===== src/rtl/i2cm_pkg.sv =====
`timescale 1ns / 1ps
// ----------------------------------------------------------------------------
// i2cm_pkg
// Shared types, codes and constants of the I2C master byte engine.
// ----------------------------------------------------------------------------
package i2cm_pkg;

  localparam int CFG_ADDR_W = 4;
  localparam int CFG_DATA_W = 32;

  localparam logic [7:0]  HALF_PERIOD_RST   = 8'd5;
  localparam logic [7:0]  HALF_PERIOD_ZERO  = 8'd5;   // substitute for a zero half period
  localparam logic [15:0] STRETCH_LIMIT_RST = 16'd2000;
  localparam logic [7:0]  POLL_INTERVAL     = 8'd10;  // ticks between stretch checks
  localparam logic [2:0]  BYTE_MSB          = 3'd7;

  localparam int DEF_CMD_QUEUE_DEPTH = 4;
  localparam int DEF_RES_QUEUE_DEPTH = 4;

  typedef enum logic [1:0] {
    REG_HALF_PERIOD   = 2'd0,
    REG_STRETCH_LIMIT = 2'd1,
    REG_SCL_READBACK  = 2'd2,
    REG_SDA_READBACK  = 2'd3
  } i2cm_reg_e;

  typedef enum logic [2:0] {
    OP_START  = 3'd0,
    OP_RSTART = 3'd1,
    OP_WRITE  = 3'd2,
    OP_READ   = 3'd3,
    OP_STOP   = 3'd4
  } i2cm_op_e;

  typedef enum logic [1:0] {
    ST_OK      = 2'd0,
    ST_NAK     = 2'd1,
    ST_TIMEOUT = 2'd2
  } i2cm_status_e;

  typedef enum logic [4:0] {
    PH_IDLE     = 5'd0,
    PH_ST_HI    = 5'd1,
    PH_ST_POLL  = 5'd2,
    PH_ST_SDA0  = 5'd3,
    PH_ST_SCLLO = 5'd4,
    PH_RS_A     = 5'd5,
    PH_RS_HI    = 5'd6,
    PH_SP_A     = 5'd7,
    PH_SP_HI    = 5'd8,
    PH_SP_POLL  = 5'd9,
    PH_SP_SDA1  = 5'd10,
    PH_DONE     = 5'd11,
    PH_WR_BIT   = 5'd12,
    PH_WR_HI    = 5'd13,
    PH_WR_POLL  = 5'd14,
    PH_WR_LO    = 5'd15,
    PH_WR_AREL  = 5'd16,
    PH_WR_AHI   = 5'd17,
    PH_WR_APOLL = 5'd18,
    PH_WR_ALO   = 5'd19,
    PH_RD_HI    = 5'd20,
    PH_RD_POLL  = 5'd21,
    PH_RD_LO    = 5'd22,
    PH_RD_ACK   = 5'd23,
    PH_RD_AHI   = 5'd24,
    PH_RD_APOLL = 5'd25,
    PH_RD_ALO   = 5'd26,
    PH_RD_END   = 5'd27
  } i2cm_phase_e;

  typedef struct packed {
    logic       cmd_valid;
    logic [2:0] operation;
    logic [7:0] tx_byte;
    logic       send_ack;
    logic       scl_in;
    logic       sda_in;
  } i2cm_in_t;

  typedef struct packed {
    logic       scl_release;
    logic       sda_release;
    logic       cmd_ready;
    logic       done_res;
    logic [7:0] rx_byte;
    logic [1:0] status;
  } i2cm_out_t;

  // classified tick as it travels from front to back
  typedef struct packed {
    logic       go;
    i2cm_op_e   op;
    logic [7:0] tx_byte;
    logic       send_ack;
    logic       scl_in;
    logic       sda_in;
  } i2cm_tick_t;

  typedef struct packed {
    logic [7:0]  half_period_us;
    logic [15:0] stretch_limit_us;
    logic        scl_readback_enable;
    logic        sda_readback_enable;
  } i2cm_cfg_t;

  typedef struct packed {
    i2cm_phase_e phase;
    logic [2:0]  bit_count;
    logic [7:0]  shift_reg;
    logic [7:0]  delay_count;
    logic [15:0] stretch_waited;
    logic        scl_drive;
    logic        sda_drive;
    logic [1:0]  last_status;
    logic        ack_hold;
    logic [7:0]  rx_hold;
    logic        done;
  } i2cm_eng_t;

endpackage


===== src/rtl/i2cm_fifo.sv =====
`timescale 1ns / 1ps
// ----------------------------------------------------------------------------
// i2cm_fifo
// Small first-in first-out queue with full/empty flags.
// ----------------------------------------------------------------------------
module i2cm_fifo #(
  parameter int DEPTH = 4,
  parameter int WIDTH = 8
) (
  input  logic             clk,
  input  logic             rst_n,
  input  logic             wr_en,
  input  logic [WIDTH-1:0] wr_data,
  output logic             full,
  input  logic             rd_en,
  output logic [WIDTH-1:0] rd_data,
  output logic             empty
);

  localparam int PTR_W = (DEPTH > 1) ? $clog2(DEPTH) : 1;
  localparam int CNT_W = $clog2(DEPTH + 1);

  logic [WIDTH-1:0] mem_r [DEPTH];
  logic [PTR_W-1:0] wr_ptr_r, wr_ptr_nxt;
  logic [PTR_W-1:0] rd_ptr_r, rd_ptr_nxt;
  logic [CNT_W-1:0] cnt_r, cnt_nxt;
  logic             do_wr, do_rd;

  assign full    = (cnt_r == CNT_W'(DEPTH));
  assign empty   = (cnt_r == '0);
  assign do_wr   = wr_en && !full;
  assign do_rd   = rd_en && !empty;
  assign rd_data = mem_r[rd_ptr_r];

  always_comb begin
    wr_ptr_nxt = wr_ptr_r;
    rd_ptr_nxt = rd_ptr_r;
    cnt_nxt    = cnt_r;
    if (do_wr) begin
      wr_ptr_nxt = (wr_ptr_r == PTR_W'(DEPTH - 1)) ? '0 : wr_ptr_r + 1'b1;
    end
    if (do_rd) begin
      rd_ptr_nxt = (rd_ptr_r == PTR_W'(DEPTH - 1)) ? '0 : rd_ptr_r + 1'b1;
    end
    if (do_wr && !do_rd) begin
      cnt_nxt = cnt_r + 1'b1;
    end else if (do_rd && !do_wr) begin
      cnt_nxt = cnt_r - 1'b1;
    end
  end

  always_ff @(posedge clk) begin
    if (!rst_n) begin
      wr_ptr_r <= '0;
      rd_ptr_r <= '0;
      cnt_r    <= '0;
    end else begin
      wr_ptr_r <= wr_ptr_nxt;
      rd_ptr_r <= rd_ptr_nxt;
      cnt_r    <= cnt_nxt;
    end
  end

  always_ff @(posedge clk) begin
    if (do_wr) begin
      mem_r[wr_ptr_r] <= wr_data;
    end
  end

endmodule


===== src/rtl/i2cm_regs.sv =====
`timescale 1ns / 1ps
// ----------------------------------------------------------------------------
// i2cm_regs
// APB-style configuration registers: timing and readback enables.
// ----------------------------------------------------------------------------
module i2cm_regs
  import i2cm_pkg::*;
(
  input  logic                  clk,
  input  logic                  rst_n,
  input  logic                  psel,
  input  logic                  penable,
  input  logic                  pwrite,
  input  logic [CFG_ADDR_W-1:0] paddr,
  input  logic [CFG_DATA_W-1:0] pwdata,
  output logic [CFG_DATA_W-1:0] prdata,
  output logic                  pready,
  output i2cm_cfg_t             cfg
);

  i2cm_cfg_t cfg_r, cfg_nxt;
  i2cm_reg_e idx;
  logic      wr_en;

  assign pready = 1'b1;
  assign idx    = i2cm_reg_e'(paddr[3:2]);
  assign wr_en  = psel && penable && pwrite && pready;
  assign cfg    = cfg_r;

  always_comb begin
    cfg_nxt = cfg_r;
    if (wr_en) begin
      case (idx)
        REG_HALF_PERIOD:   cfg_nxt.half_period_us      = pwdata[7:0];
        REG_STRETCH_LIMIT: cfg_nxt.stretch_limit_us    = pwdata[15:0];
        REG_SCL_READBACK:  cfg_nxt.scl_readback_enable = pwdata[0];
        REG_SDA_READBACK:  cfg_nxt.sda_readback_enable = pwdata[0];
        default:           cfg_nxt = cfg_r;
      endcase
    end
  end

  always_comb begin
    case (idx)
      REG_HALF_PERIOD:   prdata = {24'd0, cfg_r.half_period_us};
      REG_STRETCH_LIMIT: prdata = {16'd0, cfg_r.stretch_limit_us};
      REG_SCL_READBACK:  prdata = {31'd0, cfg_r.scl_readback_enable};
      REG_SDA_READBACK:  prdata = {31'd0, cfg_r.sda_readback_enable};
      default:           prdata = '0;
    endcase
  end

  always_ff @(posedge clk) begin
    if (!rst_n) begin
      cfg_r.half_period_us      <= HALF_PERIOD_RST;
      cfg_r.stretch_limit_us    <= STRETCH_LIMIT_RST;
      cfg_r.scl_readback_enable <= 1'b1;
      cfg_r.sda_readback_enable <= 1'b1;
    end else begin
      cfg_r <= cfg_nxt;
    end
  end

endmodule


===== src/rtl/i2cm_front.sv =====
`timescale 1ns / 1ps
// ----------------------------------------------------------------------------
// i2cm_front
// Takes tick requests and decodes the command field into a queue entry.
// ----------------------------------------------------------------------------
module i2cm_front
  import i2cm_pkg::*;
(
  input  i2cm_in_t   in_item,
  input  logic       push,
  output logic       full,
  output logic       q_push,
  output i2cm_tick_t q_item,
  input  logic       q_full
);

  assign full   = q_full;
  assign q_push = push && !q_full;

  always_comb begin
    q_item.go       = in_item.cmd_valid && (in_item.operation inside {[OP_START:OP_STOP]});
    q_item.tx_byte  = in_item.tx_byte;
    q_item.send_ack = in_item.send_ack;
    q_item.scl_in   = in_item.scl_in;
    q_item.sda_in   = in_item.sda_in;
    case (in_item.operation)
      OP_START:  q_item.op = OP_START;
      OP_RSTART: q_item.op = OP_RSTART;
      OP_WRITE:  q_item.op = OP_WRITE;
      OP_READ:   q_item.op = OP_READ;
      OP_STOP:   q_item.op = OP_STOP;
      default:   q_item.op = OP_START;   // undefined codes carry go low
    endcase
  end

endmodule


===== src/rtl/i2cm_engine.sv =====
`timescale 1ns / 1ps
// ----------------------------------------------------------------------------
// i2cm_engine
// Bus sequencer: one queued tick per cycle while the result queue has room, one result per tick.
// ----------------------------------------------------------------------------
module i2cm_engine
  import i2cm_pkg::*;
(
  input  logic       clk,
  input  logic       rst_n,
  input  i2cm_cfg_t  cfg,
  input  i2cm_tick_t tick,
  input  logic       tick_empty,
  output logic       tick_pop,
  output logic       res_push,
  output i2cm_out_t  res,
  input  logic       res_full
);

  i2cm_eng_t eng_r, eng_nxt;
  i2cm_eng_t s0, s1, s2;

  // One sequencer step. Polls that see SCL high fall straight through to
  // the next step, so a tick runs at most two of these.
  function automatic i2cm_eng_t run_action(input i2cm_eng_t s_in, input i2cm_cfg_t c,
                                           input logic scl_in, input logic sda_in);
    i2cm_eng_t   s;
    logic [7:0]  half;
    logic        sda_bit;
    logic        scl_up;
    logic        over;
    logic [16:0] sum;
    logic [15:0] waited_sat;
    s          = s_in;
    half       = (c.half_period_us == '0) ? HALF_PERIOD_ZERO : c.half_period_us;
    sda_bit    = c.sda_readback_enable & sda_in;
    scl_up     = !c.scl_readback_enable || scl_in;
    over       = (s.stretch_waited >= c.stretch_limit_us);
    sum        = {1'b0, s.stretch_waited} + {9'd0, POLL_INTERVAL};
    waited_sat = sum[16] ? 16'hFFFF : sum[15:0];
    case (s.phase)
      PH_ST_HI, PH_RS_HI, PH_SP_HI, PH_WR_HI, PH_WR_AHI, PH_RD_HI, PH_RD_AHI: begin
        if (s.phase == PH_ST_HI || s.phase == PH_RD_HI) begin
          s.sda_drive = 1'b1;
        end
        s.scl_drive      = 1'b1;
        s.stretch_waited = '0;
        s.delay_count    = half;
        case (s.phase)
          PH_ST_HI, PH_RS_HI: s.phase = PH_ST_POLL;
          PH_SP_HI:           s.phase = PH_SP_POLL;
          PH_WR_HI:           s.phase = PH_WR_POLL;
          PH_WR_AHI:          s.phase = PH_WR_APOLL;
          PH_RD_HI:           s.phase = PH_RD_POLL;
          default:            s.phase = PH_RD_APOLL;
        endcase
      end
      PH_ST_POLL, PH_WR_POLL, PH_WR_APOLL, PH_RD_POLL, PH_RD_APOLL, PH_SP_POLL: begin
        if (scl_up || (over && s.phase == PH_SP_POLL)) begin
          // stop completes even after a stretch timeout
          case (s.phase)
            PH_ST_POLL: s.phase = PH_ST_SDA0;
            PH_WR_POLL: s.phase = PH_WR_LO;
            PH_WR_APOLL: begin
              s.bit_count = {2'b00, sda_bit};
              s.phase     = PH_WR_ALO;
            end
            PH_RD_POLL: begin
              s.shift_reg[s.bit_count] = s.shift_reg[s.bit_count] | sda_bit;
              s.phase                  = PH_RD_LO;
            end
            PH_RD_APOLL: s.phase = PH_RD_ALO;
            default:     s.phase = PH_SP_SDA1;
          endcase
        end else if (over) begin
          s.phase       = PH_IDLE;
          s.last_status = ST_TIMEOUT;
          s.done        = 1'b1;
        end else begin
          s.delay_count    = POLL_INTERVAL;
          s.stretch_waited = waited_sat;
        end
      end
      PH_ST_SDA0: begin
        s.sda_drive   = 1'b0;
        s.delay_count = half;
        s.phase       = PH_ST_SCLLO;
      end
      PH_ST_SCLLO: begin
        s.scl_drive   = 1'b0;
        s.delay_count = half;
        s.bit_count   = '0;
        s.phase       = PH_DONE;
      end
      PH_RS_A: begin
        s.sda_drive   = 1'b1;
        s.scl_drive   = 1'b0;
        s.delay_count = half;
        s.phase       = PH_RS_HI;
      end
      PH_SP_A: begin
        s.sda_drive   = 1'b0;
        s.scl_drive   = 1'b0;
        s.delay_count = half;
        s.phase       = PH_SP_HI;
      end
      PH_SP_SDA1: begin
        s.sda_drive   = 1'b1;
        s.delay_count = half;
        s.bit_count   = '0;
        s.phase       = PH_DONE;
      end
      PH_DONE: begin
        s.phase       = PH_IDLE;
        s.last_status = (s.bit_count == 3'd1) ? ST_NAK : ST_OK;
        s.done        = 1'b1;
      end
      PH_WR_BIT: begin
        s.sda_drive   = s.shift_reg[s.bit_count];
        s.delay_count = half;
        s.phase       = PH_WR_HI;
      end
      PH_WR_LO, PH_RD_LO: begin
        s.scl_drive   = 1'b0;
        s.delay_count = half;
        if (s.bit_count != '0) begin
          s.bit_count = s.bit_count - 1'b1;
          s.phase     = (s.phase == PH_WR_LO) ? PH_WR_BIT : PH_RD_HI;
        end else begin
          s.phase     = (s.phase == PH_WR_LO) ? PH_WR_AREL : PH_RD_ACK;
        end
      end
      PH_WR_AREL: begin
        s.sda_drive   = 1'b1;
        s.delay_count = half;
        s.phase       = PH_WR_AHI;
      end
      PH_WR_ALO: begin
        s.scl_drive   = 1'b0;
        s.delay_count = half;
        s.phase       = PH_DONE;
      end
      PH_RD_ACK: begin
        s.sda_drive   = !s.ack_hold;
        s.delay_count = half;
        s.phase       = PH_RD_AHI;
      end
      PH_RD_ALO: begin
        s.scl_drive   = 1'b0;
        s.delay_count = half;
        s.phase       = PH_RD_END;
      end
      PH_RD_END: begin
        s.sda_drive   = 1'b1;
        s.rx_hold     = s.shift_reg;
        s.phase       = PH_IDLE;
        s.last_status = ST_OK;
        s.done        = 1'b1;
      end
      default: s.phase = PH_IDLE;
    endcase
    return s;
  endfunction

  assign tick_pop = !tick_empty && !res_full;
  assign res_push = tick_pop;

  always_comb begin
    s0      = eng_r;
    s0.done = 1'b0;
    if (s0.phase == PH_IDLE) begin
      if (tick.go) begin
        s0.delay_count = '0;
        s0.bit_count   = '0;
        case (tick.op)
          OP_START:  s0.phase = PH_ST_HI;
          OP_RSTART: s0.phase = PH_RS_A;
          OP_WRITE: begin
            s0.shift_reg = tick.tx_byte;
            s0.bit_count = BYTE_MSB;
            s0.phase     = PH_WR_BIT;
          end
          OP_READ: begin
            s0.shift_reg = '0;
            s0.bit_count = BYTE_MSB;
            s0.ack_hold  = tick.send_ack;
            s0.phase     = PH_RD_HI;
          end
          default:   s0.phase = PH_SP_A;
        endcase
      end
    end else if (s0.delay_count != '0) begin
      s0.delay_count = s0.delay_count - 1'b1;
    end

    s1 = s0;
    if (s0.phase != PH_IDLE && s0.delay_count == '0) begin
      s1 = run_action(s0, cfg, tick.scl_in, tick.sda_in);
    end
    s2 = s1;
    if (s1.phase != PH_IDLE && s1.delay_count == '0) begin
      s2 = run_action(s1, cfg, tick.scl_in, tick.sda_in);
    end

    eng_nxt = tick_pop ? s2 : eng_r;

    res.scl_release = s2.scl_drive;
    res.sda_release = s2.sda_drive;
    res.cmd_ready   = (s2.phase == PH_IDLE);
    res.done_res    = s2.done;
    res.rx_byte     = s2.rx_hold;
    res.status      = s2.last_status;
  end

  always_ff @(posedge clk) begin
    if (!rst_n) begin
      eng_r.phase          <= PH_IDLE;
      eng_r.bit_count      <= '0;
      eng_r.shift_reg      <= '0;
      eng_r.delay_count    <= '0;
      eng_r.stretch_waited <= '0;
      eng_r.scl_drive      <= 1'b1;
      eng_r.sda_drive      <= 1'b1;
      eng_r.last_status    <= ST_OK;
      eng_r.ack_hold       <= 1'b0;
      eng_r.rx_hold        <= '0;
      eng_r.done           <= 1'b0;
    end else begin
      eng_r <= eng_nxt;
    end
  end

endmodule


===== src/rtl/i2c_master_byte_engine.sv =====
`timescale 1ns / 1ps
// ----------------------------------------------------------------------------
// i2c_master_byte_engine
// Single-master open-drain I2C byte engine stepped once per bus tick.
//
//   channel  | handshake           | payload
//   ---------+---------------------+------------------------------------
//   in_      | in_push / in_full   | i2cm_in_t  (command, sampled lines)
//   out_     | out_empty / out_pop | i2cm_out_t (line drives, status)
//   cfg_     | APB, pready = 1     | 4 regs at byte offsets 0,4,8,12
//
// One tick is taken per clock cycle while the result queue has room, and
// yields one result; a request is held in the tick queue, its result in the
// result queue. The sequencer runs at most two steps per tick.
// Reset is synchronous and needs no clearing pass. A full result queue holds
// the sequencer; the tick queue then fills and raises in_full.
// ----------------------------------------------------------------------------
module i2c_master_byte_engine
  import i2cm_pkg::*;
#(
  parameter int CMD_QUEUE_DEPTH = DEF_CMD_QUEUE_DEPTH,
  parameter int RES_QUEUE_DEPTH = DEF_RES_QUEUE_DEPTH
) (
  input  logic                  clk,
  input  logic                  rst_n,
  input  logic                  in_push,
  output logic                  in_full,
  input  i2cm_in_t              in_data,
  output logic                  out_empty,
  input  logic                  out_pop,
  output i2cm_out_t             out_data,
  input  logic                  cfg_psel,
  input  logic                  cfg_penable,
  input  logic                  cfg_pwrite,
  input  logic [CFG_ADDR_W-1:0] cfg_paddr,
  input  logic [CFG_DATA_W-1:0] cfg_pwdata,
  output logic [CFG_DATA_W-1:0] cfg_prdata,
  output logic                  cfg_pready
);

  localparam int TICK_W = $bits(i2cm_tick_t);
  localparam int RES_W  = $bits(i2cm_out_t);

  i2cm_cfg_t         cfg;
  i2cm_tick_t        tick_wr, tick_rd;
  logic [TICK_W-1:0] tick_rd_raw;
  logic              tick_push, tick_full, tick_empty, tick_pop;
  i2cm_out_t         res;
  logic [RES_W-1:0]  res_rd_raw;
  logic              res_push, res_full;

  i2cm_regs u_regs (
    .clk     (clk),
    .rst_n   (rst_n),
    .psel    (cfg_psel),
    .penable (cfg_penable),
    .pwrite  (cfg_pwrite),
    .paddr   (cfg_paddr),
    .pwdata  (cfg_pwdata),
    .prdata  (cfg_prdata),
    .pready  (cfg_pready),
    .cfg     (cfg)
  );

  i2cm_front u_front (
    .in_item (in_data),
    .push    (in_push),
    .full    (in_full),
    .q_push  (tick_push),
    .q_item  (tick_wr),
    .q_full  (tick_full)
  );

  i2cm_fifo #(
    .DEPTH (CMD_QUEUE_DEPTH),
    .WIDTH (TICK_W)
  ) u_tick_q (
    .clk     (clk),
    .rst_n   (rst_n),
    .wr_en   (tick_push),
    .wr_data (tick_wr),
    .full    (tick_full),
    .rd_en   (tick_pop),
    .rd_data (tick_rd_raw),
    .empty   (tick_empty)
  );

  assign tick_rd = i2cm_tick_t'(tick_rd_raw);

  i2cm_engine u_engine (
    .clk        (clk),
    .rst_n      (rst_n),
    .cfg        (cfg),
    .tick       (tick_rd),
    .tick_empty (tick_empty),
    .tick_pop   (tick_pop),
    .res_push   (res_push),
    .res        (res),
    .res_full   (res_full)
  );

  i2cm_fifo #(
    .DEPTH (RES_QUEUE_DEPTH),
    .WIDTH (RES_W)
  ) u_res_q (
    .clk     (clk),
    .rst_n   (rst_n),
    .wr_en   (res_push),
    .wr_data (res),
    .full    (res_full),
    .rd_en   (out_pop),
    .rd_data (res_rd_raw),
    .empty   (out_empty)
  );

  assign out_data = i2cm_out_t'(res_rd_raw);

endmodule


===== config.mk =====
export PLATFORM = sky130hd
export DESIGN_NAME = i2c_master_byte_engine
export DESIGN_NICKNAME = d
export VERILOG_FILES = /design/src/rtl/i2cm_pkg.sv /design/src/rtl/i2cm_fifo.sv /design/src/rtl/i2cm_regs.sv /design/src/rtl/i2cm_front.sv /design/src/rtl/i2cm_engine.sv /design/src/rtl/i2c_master_byte_engine.sv
export SDC_FILE = /design/constraint.sdc
export NUM_CORES = 1
export LEC_CHECK = 0
export BUFFER_PORTS_ARGS = -buffer_cell sky130_fd_sc_hd__buf_2
export CORE_ASPECT_RATIO = 1.75
export CORE_MARGIN = 8
export CORE_UTILIZATION = 57
export CTS_BUF_LIST = sky130_fd_sc_hd__clkbuf_8
export CTS_CLUSTER_SIZE = 25
export DETAILED_ROUTE_END_ITERATION = 10
export MAX_ROUTING_LAYER = met4
export PLACE_DENSITY = 0.8
export SKIP_CTS_REPAIR_TIMING = 1
export SYNTH_ARGS = -nofsm -noshare
export SYNTH_HDL_FRONTEND = slang
export SYNTH_HIERARCHICAL = 1
export SYNTH_SLANG_ARGS = --single-unit

===== constraint.sdc =====
create_clock -name clk -period 4.9 [get_ports clk]
set_input_delay 0.98 -clock clk [delete_from_list [all_inputs] [get_ports clk]]
set_output_delay 0.98 -clock clk [all_outputs]
set_load 0.005 [all_outputs]

==> results.json, run 1 <==
{
  "dr_wl_met3_mm": 1.70,
  "ir_worst_vdd_uv": 383,
  "finalCritPeriodShare": 0.933,
  "slew_viol_final": 0,
  "slew_headroom": 0.403,
  "grt_pass1_vias": 10257,
  "syn_inst": 1280,
  "antenna_found_initial": 1,
  "path_cells": "nor4_4 -> nand2_1 -> nand2_1 -> inv_1 -> ha_1 -> ha_1 -> o22ai_1 -> a21boi_0 -> o21ai_0 -> a221o_1 -> buf_4 -> nor2_4 -> a32o_1 -> o31ai_1 -> and2_1",
  "place_congestion": 1.03,
  "place_ws_ns": 0.213,
  "finalSetupViolCount": 0,
  "coreArea_um2": 22100,
  "fillCellCount": 1779,
  "place_area_um2": 13300,
  "final_util": 0.631,
  "cts_root_buffer": "clkbuf_8",
  "grt_pass1_wl_mm": 52.8,
  "leakage_nw": 5.12,
  "syn_avg_cell_area_um2": 10.0,
  "arrival_ns": 5.02,
  "start_util": 0.580,
  "hold_violations": 0,
  "cts_sinks": 213,
  "final_cells": 1660,
  "async_flop_share": 0,
  "worstMarginPinSlew_ns": 0.894,
  "viasPerCell": 6.13,
  "holdWs_ns": 0.466,
  "routedWlPerCell_um": 20.1,
  "synth_edf_count": 116,
  "fin_tns_setup_ns": 0,
  "dieArea_um2": 27700,
  "yosys-top-cells-area": "edfxtp_1, dfxtp_1, mux4_2",
  "hp-class": "register to register",
  "finClkSkew_ns": 0.0124,
  "timing.fmax_mhz": 219,
  "synth.distinct_cells": 115,
  "ioPinCount": 107,
  "worstSkewPairLatency_ns": 0.60,
  "crit_required_ns": 5.35,
  "fin_crit_ns": 4.57,
  "cp-start-kind": "register",
  "die_w_um": 129,
  "ys_ff_latch": 213,
  "worst_slack_ns": 0.331,
  "power.density_nw_per_um2": 744,
  "path_clk_slew_ns": 0.07,
  "finalWirelength_mm": 33.4,
  "stdcell_area_um2": 13900,
  "end_kind": "register",
  "worstSetupPathType": "register to register",
  "dr.pass1.iters": 7,
  "cts_buffers": 30,
  "vias": 10177,
  "cts_tree": "built",
  "synth_top_area_frac": 0.272,
  "yosys.area.top_type": "edfxtp_1",
  "num_rows": 72,
  "route.detailed.drc": 0,
  "status": "finished, final reports clean",
  "critical-path-max-stage-delay_ns": 0.79,
  "ys.flop_type": "edfxtp_1",
  "syn_to_final_growth_pct": 8.77,
  "routed.top_layer": "met4",
  "ys_seq_area_frac": 0.424,
  "ys_warn_count": 6,
  "drtIter0Drc": 602,
  "p_total_mw": 10.4,
  "fin_nets": 1436,
  "dp.cells": 1602,
  "crit_slowest_cell": "nor4_4",
  "overflow": 0,
  "drt-met1-wl_mm": 11.9,
  "ant_nets": 0,
  "rsz0062_at_grt": "no",
  "io_buffers": 71,
  "htreeDepth": 1,
  "hpwlAfterDp_mm": 24.5,
  "wl_met2_mm": 18.1,
  "cts_max_path_buffers": 3,
  "drive_above_1_share": 0.195,
  "maxCapViolCount": 0,
  "die_h_um": 214,
  "grt_max_degree": 87,
  "netlist_area_um2": 12800,
  "worstPathMaxFanout": 13,
  "grt_usage": 0.247
}
## synth_stat cells, types with 8 or more instances
cell type	count
o211ai_1	10
o31ai_1	8
mux4_2	27
nor3_1	22
mux2i_1	43
dfxtp_1	97
buf_4	46
ha_1	38
nand3_1	54
inv_1	49
clkbuf_1	30
nor3b_1	15
o21ai_0	69
a21oi_1	60
buf_6	8
buf_2	24
and2_1	26
a22oi_1	8
nor2_1	92
and3_1	8
nor2b_1	18
nand2b_1	8
a31oi_1	20
a211oi_1	9
o21ai_1	12
nand2_1	140
nor4_1	8
a21boi_0	28
edfxtp_1	116
## where the power goes
part           internal (mW)  leakage [nW]  switching, mW
clock network          0.747         0.368          0.686
registers               2.30          1.86          0.326
logic                   2.37          2.90           3.93
total                   5.41          5.12           4.94
## final timing paths
kind | startpoint | to | slack (ns) | cells past startpoint
setup / recovery | u_engine/eng_r[52] | u_res_q/mem_r[1][13] | 0.33 | 15
hold / removal | u_engine/eng_r[44] | u_engine/eng_r[44] | 0.47 | 2
setup reg to reg | u_engine/eng_r[52] | u_res_q/mem_r[1][13] | 0.33 | 15
hold reg to reg | u_engine/eng_r[44] | u_engine/eng_r[44] | 0.47 | 2
## worst max-delay path: cells and delay by family, from the launching register on
family                     cells  cell delay (ns)
and+or+nand+nor                5             1.38
adders and majority gates      2             0.51
AOI/OAI and AO/OA              6             1.65
buffers and inverters          2             0.29
DFF                            1             0.57
## cell type report
type / instances / area, µm² / share of cell area
multi-input cells: 914 / 6510 / 0.468
well taps: 296 / 370 / 0.0266
repair buffers: 129 / 793 / 0.0570
diodes: 2 / 5.00 / 0.000359
clock buffers: 34 / 468 / 0.0336
inverters: 50 / 188 / 0.0135
clock inverters: 22 / 160 / 0.0115
flip-flops and latches: 213 / 5430 / 0.390
## state kept, by name, indices dropped and copies added (netlist names), named ones only
name,count
u_res_q/wr_ptr_r,2
u_tick_q/wr_ptr_r,2
u_engine/eng_r,53
u_regs/cfg,26
u_res_q/cnt_r,3
u_res_q/rd_ptr_r,2
u_tick_q/mem_r,60
u_tick_q/rd_ptr_r,2
u_res_q/mem_r,56
u_tick_q/cnt_r,3
## cells by family (layout without fill, tap and decap cells)
| logic type | Yosys count | count (layout) | share of synthesized area |
|---|---|---|---|
| buf+inv | 168 | 235 | 0.0732 |
| xor+xnor | 8 | 8 | 0.00547 |
| mux | 75 | 75 | 0.0891 |
| other cells | 2 | 19 | 0.000587 |
| compound gates | 329 | 329 | 0.184 |
| flops | 213 | 213 | 0.424 |
| simple gates | 445 | 445 | 0.183 |
| fa+ha+maj | 40 | 40 | 0.0403 |
## per-layer routing
metal | vias to the layer above | global-route usage
met1 | 4901 | 0.253
met2 | 374 | 0.439
met4 | 0 | 0.138
met5 | - | -
met3 | 101 | 0.0326
li1 | 4801 | -
## cell usage in the layout, fill, tap and decap left out, drive strengths merged, types with 7 or more instances in the layout
cell type,n
nand4,7
o31ai,8
inv,63
mux4,30
nor3,26
nor4,10
and3,9
o22ai,9
conb,17
nor3b,18
nand2b,8
a21oi,60
nor2b,18
o21ai,82
clkbuf,34
nand3,55
dfxtp,97
ha,38
a211oi,10
nor2,94
a21boi,34
and2,28
o211ai,18
edfxtp,116
clkinv,7
o21a,7
a31oi,22
a22oi,10
nand2,141
buf,129
or3,8
a21o,7
mux2i,43
Power figures use the tool's default switching activity.
==> run 2: changes to the inputs <==
--- a/config.mk
+++ b/config.mk
@@ -8,7 +8,7 @@
 export BUFFER_PORTS_ARGS = -buffer_cell sky130_fd_sc_hd__buf_2
 export CORE_ASPECT_RATIO = 1.75
 export CORE_MARGIN = 8
-export CORE_UTILIZATION = 57
+export CORE_UTILIZATION = 60
 export CTS_BUF_LIST = sky130_fd_sc_hd__clkbuf_8
 export CTS_CLUSTER_SIZE = 25
 export DETAILED_ROUTE_END_ITERATION = 10
==> constraint.sdc (replaced) <==
create_clock -name clk -period 5 [get_ports clk]
set_input_delay 1 -clock clk [delete_from_list [all_inputs] [get_ports clk]]
set_output_delay 1 -clock clk [all_outputs]
set_load 0.005 [all_outputs]
==> run 2 against run 1 <==
- clock power about the same
- critical path depth shrank 2
- sequential power shrank 2%
- wire length increased by 0.52%
- first-iteration DRC count grew 15%
- worst hold slack worse by 0.00074 ns
- clock skew increased by 0.019 ns
==> results.json, run 2 (synthesis results as in run 1) <==
{
  "path_clk_slew_ns": 0.06,
  "overflow": 0,
  "grt_pass1_wl_mm": 53.1,
  "cts_tree": "built",
  "finalWirelength_mm": 33.5,
  "fillCellCount": 1678,
  "place_ws_ns": 0.134,
  "drtIter0Drc": 693,
  "finClkSkew_ns": 0.0316,
  "status": "finished, final reports clean",
  "crit_required_ns": 5.32,
  "power.density_nw_per_um2": 729,
  "ff2ff_path_depth": 13,
  "coreArea_um2": 20900,
  "finalCritPeriodShare": 0.922,
  "vias": 10221,
  "htreeDepth": 1,
  "cts_root_buffer": "clkbuf_8",
  "fin_crit_ns": 4.61,
  "cts_max_path_buffers": 3,
  "end_kind": "register",
  "cts_sinks": 213,
  "top_regs": "u_tick_q/mem_r (60), u_res_q/mem_r (56), u_engine/eng_r (53)",
  "holdWs_ns": 0.465,
  "final_cells": 1608,
  "start_util": 0.611,
  "die_h_um": 209,
  "place_area_um2": 13200,
  "final_common_cell": "nand2_1",
  "grt_max_degree": 92,
  "ir_worst_vdd_uv": 420,
  "place_congestion": 1.03,
  "worst_slack_ns": 0.391,
  "die_w_um": 126,
  "p_total_mw": 10.1,
  "worstSetupPathType": "register to register",
  "slew_headroom": 0.397,
  "ioPinCount": 107,
  "dieArea_um2": 26400,
  "hold_violations": 0,
  "worstMarginPinSlew_ns": 0.904,
  "worstPathMaxFanout": 19,
  "regMostFlops": "u_tick_q/mem_r",
  "fin_nets": 1429,
  "arrival_ns": 4.93,
  "timing.fmax_mhz": 217,
  "syn_to_final_growth_pct": 8.04,
  "maxCapViolCount": 0,
  "grt_pass1_vias": 10187,
  "num_rows": 70,
  "io_buffers": 71,
  "routedWlPerCell_um": 20.8,
  "cp-start-kind": "register",
  "viasPerCell": 6.36,
  "final_util": 0.661,
  "grt_usage": 0.257,
  "finalSetupViolCount": 0,
  "ant_nets": 0,
  "route.detailed.drc": 0,
  "antenna_found_initial": 0,
  "cts_buffers": 31,
  "rsz0062_at_grt": "no",
  "diodes": 0,
  "hold_depth": 2,
  "worstSkewPairLatency_ns": 0.60,
  "final_cell_mix": "nand2_1, edfxtp_1, dfxtp_1",
  "dr.pass1.iters": 5,
  "largest_register_ffs": 60,
  "dp.cells": 1550,
  "hp-class": "register to register",
  "leakage_nw": 5.05,
  "stdcell_area_um2": 13800,
  "fin_tns_setup_ns": 0,
  "slew_viol_final": 0,
  "drive_above_1_share": 0.192,
  "hpwlAfterDp_mm": 24.5
}
==> run 2: cell type report <==
type                       count  area [µm²]  share of cell area
clock buffer                  31         427              0.0309
tap                          252         315              0.0228
clock inverter                27         205              0.0148
timing repair buffer         121         749              0.0542
multi-input combinational    914        6520               0.471
sequential                   213        5430               0.392
inverter                      50         188              0.0136
==> run 2: critical path, stage by stage, from the launching register on <==
cell and delay [ns]:
dfxtp_2 0.43, buf_6 0.23, mux4_2 0.65, or3_1 0.40, a31o_2 0.41, nor3_2 0.31
a221oi_4 0.08, buf_4 0.24, or2_4 0.30, a32oi_4 0.37, nor3_4 0.10, a211oi_1 0.30
o221ai_1 0.24, a22o_1 0.30
==> run 2: power by group <==
| part | internal [mW] | switching (mW) |
|---|---|---|
| Clock | 0.743 | 0.672 |
| Combinational | 2.24 | 3.86 |
| Sequential | 2.25 | 0.320 |
==> run 2: path summary, 6_finish.rpt <==
kind                      startpoint                   end  slack, ns
setup / recovery            register  u_res_q/mem_r[0][12]       0.39
hold / removal    u_engine/eng_r[45]    u_engine/eng_r[45]       0.46
setup reg to reg            register  u_res_q/mem_r[0][12]       0.39
hold reg to reg   u_engine/eng_r[45]    u_engine/eng_r[45]       0.46
==> run 2: metal layers <==
| metal | vias to the layer above | GRT usage | part of all wire |
|---|---|---|---|
| met4 | 0 | 0.153 | 0.055 |
| met5 | - | - | 0 |
| met1 | 4862 | 0.265 | 0.36 |
| met2 | 446 | 0.461 | 0.53 |
| li1 | 4791 | - | - |
| met3 | 122 | 0.0278 | 0.052 |
